<file path="src/hdl/multichannel_moving_average_zone_defines.svh">
// assertion macros shared by the filter modules
`ifndef MULTICHANNEL_MOVING_AVERAGE_ZONE_DEFINES_SVH
`define MULTICHANNEL_MOVING_AVERAGE_ZONE_DEFINES_SVH

// same-cycle implication, checked outside reset
`define MMAZ_ASSERT(label, clk, rst_n, ante, cons) \
    label: assert property (@(posedge clk) disable iff (!rst_n) (ante) |-> (cons)) \
        else $error("mmaz assertion failed");

// next-cycle implication, checked outside reset
`define MMAZ_ASSERT_NEXT(label, clk, rst_n, ante, cons) \
    label: assert property (@(posedge clk) disable iff (!rst_n) (ante) |=> (cons)) \
        else $error("mmaz assertion failed");

`endif

</file>
<file path="src/hdl/mmaz_pkg.sv">
package mmaz_pkg;

    // fixed field widths
    localparam int POS_W   = 14;
    localparam int CH_IN_W = 2;
    localparam int BYTE_W  = 8;
    localparam int APB_DW  = 32;
    localparam int APB_AW  = 3;

    // limit register reset values
    localparam logic [POS_W-1:0] ZONE_LOW_RESET  = 14'd4000;
    localparam logic [POS_W-1:0] ZONE_HIGH_RESET = 14'd10000;

    // register map
    typedef enum logic [0:0] {
        REG_ZONE_LOW  = 1'b0,
        REG_ZONE_HIGH = 1'b1
    } t_reg_index;

    // zone codes
    typedef enum logic [1:0] {
        ZONE_NONE = 2'd0,
        ZONE_LOW  = 2'd1,
        ZONE_MID  = 2'd2,
        ZONE_HIGH = 2'd3
    } t_zone;

    // back end sequencer
    typedef enum logic [0:0] {
        BK_READ   = 1'b0,
        BK_UPDATE = 1'b1
    } t_back_state;

    // sample as classified by the front end
    typedef struct packed {
        logic               present;
        logic [CH_IN_W-1:0] channel;
        logic [POS_W-1:0]   pos;
    } t_item;

endpackage

</file>
<file path="src/hdl/mmaz_front.sv">
module mmaz_front
    import mmaz_pkg::*;
#(
    parameter int SENSORS = 4
) (
    input  logic               i_clk,
    input  logic               i_rst_n,
    input  logic               i_valid,
    output logic               o_ready,
    input  logic [CH_IN_W-1:0] i_channel,
    input  logic [BYTE_W-1:0]  i_byte_high,
    input  logic [BYTE_W-1:0]  i_byte_low,
    output logic               o_item_valid,
    output t_item              o_item,
    input  logic               i_item_pop
);

    localparam int QDEPTH = 2;
    localparam int QPTR_W = $clog2(QDEPTH);
    localparam int QCNT_W = $clog2(QDEPTH + 1);

    logic [2*BYTE_W-1:0] w_word;
    t_item               w_item;
    logic                w_push;
    logic                w_pop;
    t_item               r_queue [QDEPTH];
    logic [QPTR_W-1:0]   r_wr_ptr;
    logic [QPTR_W-1:0]   r_rd_ptr;
    logic [QCNT_W-1:0]   r_count;

    // join bytes, drop two low bits, flag channels that exist
    assign w_word         = {i_byte_high, i_byte_low};
    assign w_item.pos     = w_word[2*BYTE_W-1:2];
    assign w_item.channel = i_channel;
    assign w_item.present = (32'(i_channel) < SENSORS);

    // queue handshake
    assign o_ready      = (r_count != QCNT_W'(QDEPTH));
    assign w_push       = i_valid && o_ready;
    assign o_item_valid = (r_count != '0);
    assign w_pop        = i_item_pop && o_item_valid;
    assign o_item       = r_queue[r_rd_ptr];

    // queue storage
    always_ff @(posedge i_clk) begin
        if (w_push) begin
            r_queue[r_wr_ptr] <= w_item;
        end
    end

    // queue pointers and fill count
    always_ff @(posedge i_clk) begin
        if (!i_rst_n) begin
            r_wr_ptr <= '0;
            r_rd_ptr <= '0;
            r_count  <= '0;
        end else begin
            if (w_push) begin
                r_wr_ptr <= r_wr_ptr + 1'b1;
            end
            if (w_pop) begin
                r_rd_ptr <= r_rd_ptr + 1'b1;
            end
            unique case ({w_push, w_pop})
                2'b10:   r_count <= r_count + 1'b1;
                2'b01:   r_count <= r_count - 1'b1;
                default: r_count <= r_count;
            endcase
        end
    end

endmodule

</file>
<file path="src/hdl/mmaz_back.sv">
`include "multichannel_moving_average_zone_defines.svh"

module mmaz_back
    import mmaz_pkg::*;
#(
    parameter int SENSORS = 4,
    parameter int WINDOW  = 10
) (
    input  logic                            i_clk,
    input  logic                            i_rst_n,
    input  logic                            i_item_valid,
    input  t_item                           i_item,
    output logic                            o_item_pop,
    output logic                            o_sum_valid,
    input  logic                            i_sum_ready,
    output logic [CH_IN_W-1:0]              o_sum_channel,
    output logic [POS_W+$clog2(WINDOW)-1:0] o_sum
);

    localparam int CH_W   = (SENSORS > 1) ? $clog2(SENSORS) : 1;
    localparam int SLOT_W = $clog2(WINDOW);
    localparam int DEPTH  = SENSORS * WINDOW;
    localparam int ADDR_W = $clog2(DEPTH);
    localparam int SUM_W  = POS_W + $clog2(WINDOW);
    localparam logic [ADDR_W-1:0] WIN_A    = ADDR_W'(WINDOW);
    localparam logic [SLOT_W-1:0] SLOT_END = SLOT_W'(WINDOW - 1);
    localparam logic [SUM_W-1:0]  SUM_MAX  = SUM_W'(WINDOW * ((1 << POS_W) - 1));

    t_back_state       r_state;
    t_back_state       n_state;
    logic              w_adv;
    logic              w_commit;
    logic [CH_W-1:0]   w_ch_idx;
    logic [SLOT_W-1:0] w_slot;
    logic [ADDR_W-1:0] w_addr;
    t_item             r_cur;
    logic [CH_W-1:0]   r_ch_idx;
    logic [SLOT_W-1:0] r_slot;
    logic [ADDR_W-1:0] r_addr;
    logic [POS_W-1:0]  r_store [DEPTH];
    logic [DEPTH-1:0]  r_entry_vld;
    logic [POS_W-1:0]  r_rd_data;
    logic              r_rd_vld;
    logic [SLOT_W-1:0] r_oldest [SENSORS];
    logic [SUM_W-1:0]  r_win_sum [SENSORS];
    logic [POS_W-1:0]  w_old;
    logic [SUM_W-1:0]  w_new_sum;
    logic [SLOT_W-1:0] w_next_slot;
    logic              r_sum_valid;
    logic [CH_IN_W-1:0] r_sum_ch;
    logic [SUM_W-1:0]  r_sum;

    // result register frees up this cycle
    assign w_adv = !r_sum_valid || i_sum_ready;

    // sequencer next state
    always_comb begin
        n_state = r_state;
        unique case (r_state)
            BK_READ: begin
                if (i_item_valid) begin
                    n_state = BK_UPDATE;
                end
            end
            BK_UPDATE: begin
                if (w_adv) begin
                    n_state = BK_READ;
                end
            end
            default: n_state = BK_READ;
        endcase
    end

    // sequencer outputs
    always_comb begin
        o_item_pop = 1'b0;
        w_commit   = 1'b0;
        unique case (r_state)
            BK_READ:   o_item_pop = i_item_valid;
            BK_UPDATE: w_commit   = w_adv;
            default: begin
                o_item_pop = 1'b0;
                w_commit   = 1'b0;
            end
        endcase
    end

    always_ff @(posedge i_clk) begin
        if (!i_rst_n) begin
            r_state <= BK_READ;
        end else begin
            r_state <= n_state;
        end
    end

    // store address of the oldest sample of this channel
    assign w_ch_idx = i_item.present ? CH_W'(i_item.channel) : '0;
    assign w_slot   = r_oldest[w_ch_idx];
    assign w_addr   = ADDR_W'(w_ch_idx) * WIN_A + ADDR_W'(w_slot);

    // capture the item being worked on
    always_ff @(posedge i_clk) begin
        if (o_item_pop) begin
            r_cur    <= i_item;
            r_ch_idx <= w_ch_idx;
            r_slot   <= w_slot;
            r_addr   <= w_addr;
        end
    end

    // sample store, registered read
    always_ff @(posedge i_clk) begin
        if (w_commit && r_cur.present) begin
            r_store[r_addr] <= r_cur.pos;
        end
        if (o_item_pop) begin
            r_rd_data <= r_store[w_addr];
        end
    end

    // written flags, an unwritten entry reads as zero
    always_ff @(posedge i_clk) begin
        if (!i_rst_n) begin
            r_entry_vld <= '0;
            r_rd_vld    <= 1'b0;
        end else begin
            if (w_commit && r_cur.present) begin
                r_entry_vld[r_addr] <= 1'b1;
            end
            if (o_item_pop) begin
                r_rd_vld <= r_entry_vld[w_addr];
            end
        end
    end

    // running sum and ring index update
    assign w_old       = r_rd_vld ? r_rd_data : '0;
    assign w_new_sum   = r_win_sum[r_ch_idx] - SUM_W'(w_old) + SUM_W'(r_cur.pos);
    assign w_next_slot = (r_slot == SLOT_END) ? '0 : r_slot + 1'b1;

    always_ff @(posedge i_clk) begin
        if (!i_rst_n) begin
            for (int i = 0; i < SENSORS; i++) begin
                r_oldest[i]  <= '0;
                r_win_sum[i] <= '0;
            end
        end else if (w_commit && r_cur.present) begin
            r_oldest[r_ch_idx]  <= w_next_slot;
            r_win_sum[r_ch_idx] <= w_new_sum;
        end
    end

    // sum handed to the divider
    always_ff @(posedge i_clk) begin
        if (!i_rst_n) begin
            r_sum_valid <= 1'b0;
        end else if (w_commit) begin
            r_sum_valid <= 1'b1;
        end else if (i_sum_ready) begin
            r_sum_valid <= 1'b0;
        end
    end

    always_ff @(posedge i_clk) begin
        if (w_commit) begin
            r_sum_ch <= r_cur.channel;
            r_sum    <= r_cur.present ? w_new_sum : '0;
        end
    end

    assign o_sum_valid   = r_sum_valid;
    assign o_sum_channel = r_sum_ch;
    assign o_sum         = r_sum;

    // checks
    `MMAZ_ASSERT_NEXT(a_update_after_pop, i_clk, i_rst_n, o_item_pop, r_state == BK_UPDATE)
    `MMAZ_ASSERT(a_sum_in_range, i_clk, i_rst_n, r_sum_valid, r_sum <= SUM_MAX)

endmodule

</file>
<file path="src/hdl/mmaz_zone.sv">
`include "multichannel_moving_average_zone_defines.svh"

module mmaz_zone
    import mmaz_pkg::*;
#(
    parameter int WINDOW = 10
) (
    input  logic                            i_clk,
    input  logic                            i_rst_n,
    input  logic                            i_sum_valid,
    output logic                            o_sum_ready,
    input  logic [CH_IN_W-1:0]              i_sum_channel,
    input  logic [POS_W+$clog2(WINDOW)-1:0] i_sum,
    input  logic [POS_W-1:0]                i_zone_low,
    input  logic [POS_W-1:0]                i_zone_high,
    output logic                            o_valid,
    input  logic                            i_ready,
    output logic [CH_IN_W-1:0]              o_out_channel,
    output logic [POS_W-1:0]                o_average,
    output logic [1:0]                      o_zone
);

    // floor division by a constant: multiply by a rounded-up reciprocal
    localparam int SUM_W   = POS_W + $clog2(WINDOW);
    localparam int SHIFT   = SUM_W + $clog2(WINDOW);
    localparam int RECIP_W = SUM_W + 2;
    localparam int PROD_W  = SUM_W + RECIP_W;
    localparam logic [RECIP_W-1:0] RECIP = RECIP_W'(((2 ** SHIFT) + WINDOW - 1) / WINDOW);

    logic [PROD_W-1:0]  w_product;
    logic [POS_W-1:0]   w_avg;
    t_zone              w_zone;
    logic               w_take;
    logic               r_valid;
    logic [CH_IN_W-1:0] r_channel;
    logic [POS_W-1:0]   r_average;
    t_zone              r_zone;

    assign w_product = PROD_W'(i_sum) * PROD_W'(RECIP);
    assign w_avg     = w_product[SHIFT +: POS_W];

    // zone select, tests applied in order
    always_comb begin
        priority if (w_avg == '0) begin
            w_zone = ZONE_NONE;
        end else if (w_avg <= i_zone_low) begin
            w_zone = ZONE_LOW;
        end else if (w_avg <= i_zone_high) begin
            w_zone = ZONE_MID;
        end else begin
            w_zone = ZONE_HIGH;
        end
    end

    // output register
    assign o_sum_ready = !r_valid || i_ready;
    assign w_take      = i_sum_valid && o_sum_ready;

    always_ff @(posedge i_clk) begin
        if (!i_rst_n) begin
            r_valid <= 1'b0;
        end else if (w_take) begin
            r_valid <= 1'b1;
        end else if (i_ready) begin
            r_valid <= 1'b0;
        end
    end

    always_ff @(posedge i_clk) begin
        if (w_take) begin
            r_channel <= i_sum_channel;
            r_average <= w_avg;
            r_zone    <= w_zone;
        end
    end

    assign o_valid       = r_valid;
    assign o_out_channel = r_channel;
    assign o_average     = r_average;
    assign o_zone        = r_zone;

    // checks
    `MMAZ_ASSERT(a_zero_zone_iff_zero, i_clk, i_rst_n, r_valid, (r_average == '0) == (r_zone == ZONE_NONE))

endmodule

</file>
<file path="src/hdl/multichannel_moving_average_zone.sv">
// path: input queue, back end read and update states, sum register, output register
// the back end takes a new sample only after its read-then-write sequence on the
//   single-port sample store for the previous sample is done
// reset: synchronous, active low; limits load 4000 and 10000, windows, ring
//   indexes and running sums clear (store entries carry written flags)
module multichannel_moving_average_zone
    import mmaz_pkg::*;
#(
    parameter int SENSORS = 4,
    parameter int WINDOW  = 10
) (
    input  logic               i_clk,
    input  logic               i_rst_n,
    input  logic               i_valid,
    output logic               o_ready,
    input  logic [CH_IN_W-1:0] i_channel,
    input  logic [BYTE_W-1:0]  i_byte_high,
    input  logic [BYTE_W-1:0]  i_byte_low,
    output logic               o_valid,
    input  logic               i_ready,
    output logic [CH_IN_W-1:0] o_out_channel,
    output logic [POS_W-1:0]   o_average,
    output logic [1:0]         o_zone,
    input  logic               psel,
    input  logic               penable,
    input  logic               pwrite,
    input  logic [APB_AW-1:0]  paddr,
    input  logic [APB_DW-1:0]  pwdata,
    output logic [APB_DW-1:0]  prdata,
    output logic               pready
);

    localparam int SUM_W = POS_W + $clog2(WINDOW);

    logic             w_wr;
    t_reg_index       w_reg;
    logic [POS_W-1:0] r_zone_low;
    logic [POS_W-1:0] r_zone_high;
    logic             w_item_valid;
    t_item            w_item;
    logic             w_item_pop;
    logic             w_sum_valid;
    logic             w_sum_ready;
    logic [CH_IN_W-1:0] w_sum_channel;
    logic [SUM_W-1:0] w_sum;

    // limit registers
    assign pready = 1'b1;
    assign w_wr   = psel && penable && pwrite;
    assign w_reg  = t_reg_index'(paddr[2]);

    always_ff @(posedge i_clk) begin
        if (!i_rst_n) begin
            r_zone_low  <= ZONE_LOW_RESET;
            r_zone_high <= ZONE_HIGH_RESET;
        end else if (w_wr) begin
            unique case (w_reg)
                REG_ZONE_LOW:  r_zone_low  <= pwdata[POS_W-1:0];
                REG_ZONE_HIGH: r_zone_high <= pwdata[POS_W-1:0];
                default: begin
                    r_zone_low  <= r_zone_low;
                    r_zone_high <= r_zone_high;
                end
            endcase
        end
    end

    // register readback
    always_comb begin
        unique case (w_reg)
            REG_ZONE_LOW:  prdata = APB_DW'(r_zone_low);
            REG_ZONE_HIGH: prdata = APB_DW'(r_zone_high);
            default:       prdata = '0;
        endcase
    end

    // input side and queue
    mmaz_front #(
        .SENSORS (SENSORS)
    ) u_front (
        .i_clk        (i_clk),
        .i_rst_n      (i_rst_n),
        .i_valid      (i_valid),
        .o_ready      (o_ready),
        .i_channel    (i_channel),
        .i_byte_high  (i_byte_high),
        .i_byte_low   (i_byte_low),
        .o_item_valid (w_item_valid),
        .o_item       (w_item),
        .i_item_pop   (w_item_pop)
    );

    // window store and running sums
    mmaz_back #(
        .SENSORS (SENSORS),
        .WINDOW  (WINDOW)
    ) u_back (
        .i_clk         (i_clk),
        .i_rst_n       (i_rst_n),
        .i_item_valid  (w_item_valid),
        .i_item        (w_item),
        .o_item_pop    (w_item_pop),
        .o_sum_valid   (w_sum_valid),
        .i_sum_ready   (w_sum_ready),
        .o_sum_channel (w_sum_channel),
        .o_sum         (w_sum)
    );

    // average and zone
    mmaz_zone #(
        .WINDOW (WINDOW)
    ) u_zone (
        .i_clk         (i_clk),
        .i_rst_n       (i_rst_n),
        .i_sum_valid   (w_sum_valid),
        .o_sum_ready   (w_sum_ready),
        .i_sum_channel (w_sum_channel),
        .i_sum         (w_sum),
        .i_zone_low    (r_zone_low),
        .i_zone_high   (r_zone_high),
        .o_valid       (o_valid),
        .i_ready       (i_ready),
        .o_out_channel (o_out_channel),
        .o_average     (o_average),
        .o_zone        (o_zone)
    );

endmodule
</file>
<file path="config.mk">
export PLATFORM = sky130hd
export DESIGN_NAME = multichannel_moving_average_zone
export DESIGN_NICKNAME = d
export VERILOG_FILES = /design/src/hdl/mmaz_pkg.sv /design/src/hdl/mmaz_front.sv /design/src/hdl/mmaz_back.sv /design/src/hdl/mmaz_zone.sv /design/src/hdl/multichannel_moving_average_zone.sv
export VERILOG_INCLUDE_DIRS = /design/src /design/src/hdl
export SDC_FILE = /design/constraint.sdc
export NUM_CORES = 2
export LEC_CHECK = 0
export BUFFER_PORTS_ARGS = -buffer_cell sky130_fd_sc_hd__buf_2
export CORE_AREA = 5 5 351 267
export CTS_BUF_LIST = sky130_fd_sc_hd__clkbuf_4 sky130_fd_sc_hd__clkbuf_8
export DETAILED_ROUTE_END_ITERATION = 8
export DIE_AREA = 0 0 356 272
export SLEW_MARGIN = 20
export SYNTH_ARGS = -nofsm -noshare
export SYNTH_HDL_FRONTEND = slang
export SYNTH_HIERARCHICAL = 1
export SYNTH_SLANG_ARGS = --single-unit
</file>
<file path="constraint.sdc">
create_clock -name i_clk -period 18.5 [get_ports i_clk]
set_input_delay 0 -clock i_clk [delete_from_list [all_inputs] [get_ports i_clk]]
set_output_delay 0 -clock i_clk [all_outputs]
set_load 0.03 [all_outputs]
</file>
==> flow_summary.toml <==
[routing]
count_of_routing_violations_after_the_opening_detailed_route_iteration = 2461
num_vias = 24500
post_detailed_route_count_of_antenna_violating_nets = 0
vias_per_cell = 5.56
detail_route.wirelength_mm = 103
remaining_drc_errors = 0
wl_per_cell_um = 23.4
drtPass1Iterations = 5

[cts]
cts.root.buffer_cell = "sky130_fd_sc_hd__clkbuf_8"
post-cts-setup-buffer-count = 0
clock_sink_count = 839
path_clk_slew_ns = 0.06
htree_num_levels = 4
worst_skew_pair.late_latency_ns = 0.82
cts.path.max_buffers = 3
cts_buffers = 133
cts_tree = "built"

[die]
core.rowCount = 96
die_width_um = 356
io_pins = 113
initial_cell_density_of_the_core_pct = 44.3
die_y_um = 272
floorplan.core_area_um2 = 90300
area_of_the_die_um2 = 96800

[timing]
worst_clock_skew_ns = 0.0405
setup_violations = 0
max_slew.worst_pin.slew_ns = 1.08
hold-worst-slack_ns = 0.0775
final_max_slew_viol_count = 0
layout_setup_ws_ns = 10.33
relSlewSlack_pct = 27.9
finalCriticalPeriod_ns = 8.17
fin_setup_tns_ns = 0
timing_hold_violations_final = 0
rsz0062_at_grt = "false"
post-route-period-util_pct = 44.1
achievable-frequency_mhz = 122

[final_layout]
layout.cells.most_common_list = "760 x sky130_fd_sc_hd__edfxtp_1, 278 x sky130_fd_sc_hd__inv_1, 179 x sky130_fd_sc_hd__nor2_1"
layout.cells.most_common = "sky130_fd_sc_hd__edfxtp_1"
area_growth_syn_to_layout_pct = 13.3
finalNetCount = 3412
drive_above_1_share_pct = 16.6
final_cells = 4403

[setup_path]
critical_register_to_register_path_startpoint = "u_back/o_sum[3]"
worstSetupPathType = "register to register"
worst_ep_arrival_time_ns = 8.70
timing.reg2reg.setup_slack_ns = 10.33
timing.critical_path.to = "u_zone/o_zone[0]"
timing.reg2reg.worst_path_depth = 25
worstSetupEndpointType = "register"
crit_path_max_fanout = 5
timing.critical_path.from = "u_back/o_sum[3]"
crit_required_ns = 19.03
r2r_end = "u_zone/o_zone[0]"
timing.critical_path.from_type = "register"

[synth]
combinational_family_with_the_most_area_after_synthesis = "adder cells"
synth.yosys.warnings = 6
synth.avg_cell_area_um2 = 14.2
synth_mux_area_share_pct = 7.31
synth_enable_flop_cells = 760
synth_simple_gate_area_share_pct = 7.85
synth_seq_cells = 839
area_of_the_mapped_netlist_um2 = 40000
synth_flop_cell = "sky130_fd_sc_hd__edfxtp_1"
synthesis.instances = 2826
yosys.area_share.adder_pct = 11.1
yosys.area_share.xor_xnor_pct = 0.591
ys_async_sr_fraction_pct = 0
synth_compound_area_share_pct = 7.79
synth.lib_cells_used.distinct = 85
yosys-top-cells-area = "sky130_fd_sc_hd__edfxtp_1 57%, sky130_fd_sc_hd__fa_1 5.7%, sky130_fd_sc_hd__ha_1 5.3%"
portion_of_the_post_synthesis_area_used_by_sequential_elements_pct = 61.0
synth_top_area_cell = "sky130_fd_sc_hd__edfxtp_1"
synth_top_area_share_pct = 57.1

[global_route]
grt_overflow = 0
first_pass_grt_wire_length_mm = 154
grt_antenna_before_repair = 6
pin_count_of_the_biggest_net_entering_global_routing = 75
grt_pass1_vias = 24800
globalRouteTotalUtil_pct = 21.2

[placed_design]
place_ws_ns = 10.42
gp_routability_congestion = 0.921
placement.io_buffers = 71
post-dp-hpwl_mm = 67.1
number_of_placed_cells_counting_well_taps = 4081

[outcome]
status = "completed"

[job]
maxCapViolCount = 0

[hold_path]
hold_wc_path_type = "input pin to register"
-- cell usage after synthesis, drive strengths merged (16+ instances only) --
library cell and n:
a211o 29, a211oi 50, a21oi 77, and2 23, and3 54, buf 68
clkbuf 64, dfxtp 79, edfxtp 760, fa 114, ha 171, inv 280
mux2 35, mux2i 78, mux4 77, nand2 150, nand2b 16, nand3 27
nor2 187, nor2b 61, nor3 26, nor4 34, o21a 54, o21ai 30
o221ai 34, o22ai 60, xnor2 20
-- area by class of cell --
cell class / instances / area, µm²
inverters: 281 / 1060
clock buffers: 186 / 2260
clock inverters: 57 / 388
diodes: 3 / 7.51
multi-input cells: 1591 / 14000
well taps: 1225 / 1530
repair buffers: 221 / 1670
fillers: 7757 / 45000
flip-flops and latches: 839 / 24400
-- sequential cells by signal, summed over array words and instances, names as in the netlist, 2 cells and up, named ones only --
register / flops
u_back/r_entry_vld: 40
u_back/r_oldest: 16
u_back/o_sum_channel: 2
u_front/r_count: 2
u_back/r_rd_data: 14
r_zone_high: 14
u_front/r_queue: 32
u_back/r_ch_idx: 2
r_zone_low: 14
u_back/r_store: 560
u_zone/o_average: 14
u_zone/o_zone: 2
u_back/o_sum: 18
u_zone/o_out_channel: 2
u_back/r_cur: 17
u_back/r_slot: 4
u_back/r_addr: 5
u_back/r_win_sum: 72
-- repair_timing --
action	4_1_cts	5_1_grt
hold endpoints to repair	138	0
hold buffers	76	0
gates resized for setup	0	0
-- worst min-delay path by stage --
| stage | startpoint | endpoint | cells after the start |
|---|---|---|---|
| after CTS | pwdata[11] | r_zone_low[11] | 4 |
| after global routing | pwdata[3] | r_zone_low[3] | 4 |
| final | pwdata[11] | r_zone_low[11] | 4 |
| after global placement | i_byte_low[2] | u_front/r_queue[1][0] | 1 |
| after floorplan | i_byte_low[2] | u_front/r_queue[0][0] | 0 |
| after detailed placement | i_byte_high[7] | u_front/r_queue[1][13] | 1 |
-- stage by stage --
| stage | cell area (µm²) | util, % |
|---|---|---|
| floorplan | 40100 | - |
| global placement | 41900 | 46.4 |
| detailed placement | 41900 | 46.4 |
| CTS | 45300 | 50.2 |
| global route | 45300 | 50.2 |
| finish | 45300 | 50.2 |
-- worst max-delay path, stage by stage (launching register included) --
cell and delay, ns:
sky130_fd_sc_hd__edfxtp_1 0.51, sky130_fd_sc_hd__ha_1 0.45, sky130_fd_sc_hd__fa_1 0.63, sky130_fd_sc_hd__fa_1 0.48
sky130_fd_sc_hd__fa_1 0.60, sky130_fd_sc_hd__inv_1 0.06, sky130_fd_sc_hd__fa_1 0.49, sky130_fd_sc_hd__inv_1 0.06
sky130_fd_sc_hd__fa_1 0.44, sky130_fd_sc_hd__ha_1 0.33, sky130_fd_sc_hd__nand2_1 0.08, sky130_fd_sc_hd__nor4_1 0.53
sky130_fd_sc_hd__and3_1 0.24, sky130_fd_sc_hd__a22oi_1 0.13, sky130_fd_sc_hd__a21o_1 0.30, sky130_fd_sc_hd__a211oi_1 0.53
sky130_fd_sc_hd__inv_1 0.22, sky130_fd_sc_hd__ha_1 0.34, sky130_fd_sc_hd__a21o_1 0.18, sky130_fd_sc_hd__a21o_1 0.19
sky130_fd_sc_hd__a211oi_1 0.42, sky130_fd_sc_hd__nand2_1 0.10, sky130_fd_sc_hd__a2111oi_0 0.29, sky130_fd_sc_hd__a2111oi_0 0.12
sky130_fd_sc_hd__o21ai_1 0.12, sky130_fd_sc_hd__a22oi_1 0.09
-- metal layers --
metal	up-vias	GRT usage (%)	wire length, µm
met5	-	0	11
li1	11000	-	-
met4	2	5.92	2160
met3	146	4.96	8550
met2	896	30.0	43600
met1	12500	32.7	48800
-- kinds of logic after synthesis --
group | after synthesis
flip-flops | 839
AND/OR/NAND/NOR | 632
AO/OA/AOI/OAI | 436
buffers and inverters | 413
adder cells (fa/ha/maj) | 286
multiplexers | 190
XOR/XNOR | 27
other | 3
Power is not shown: default switching activity piles up to over one toggle a cycle in this logic, so the estimate is an artifact.
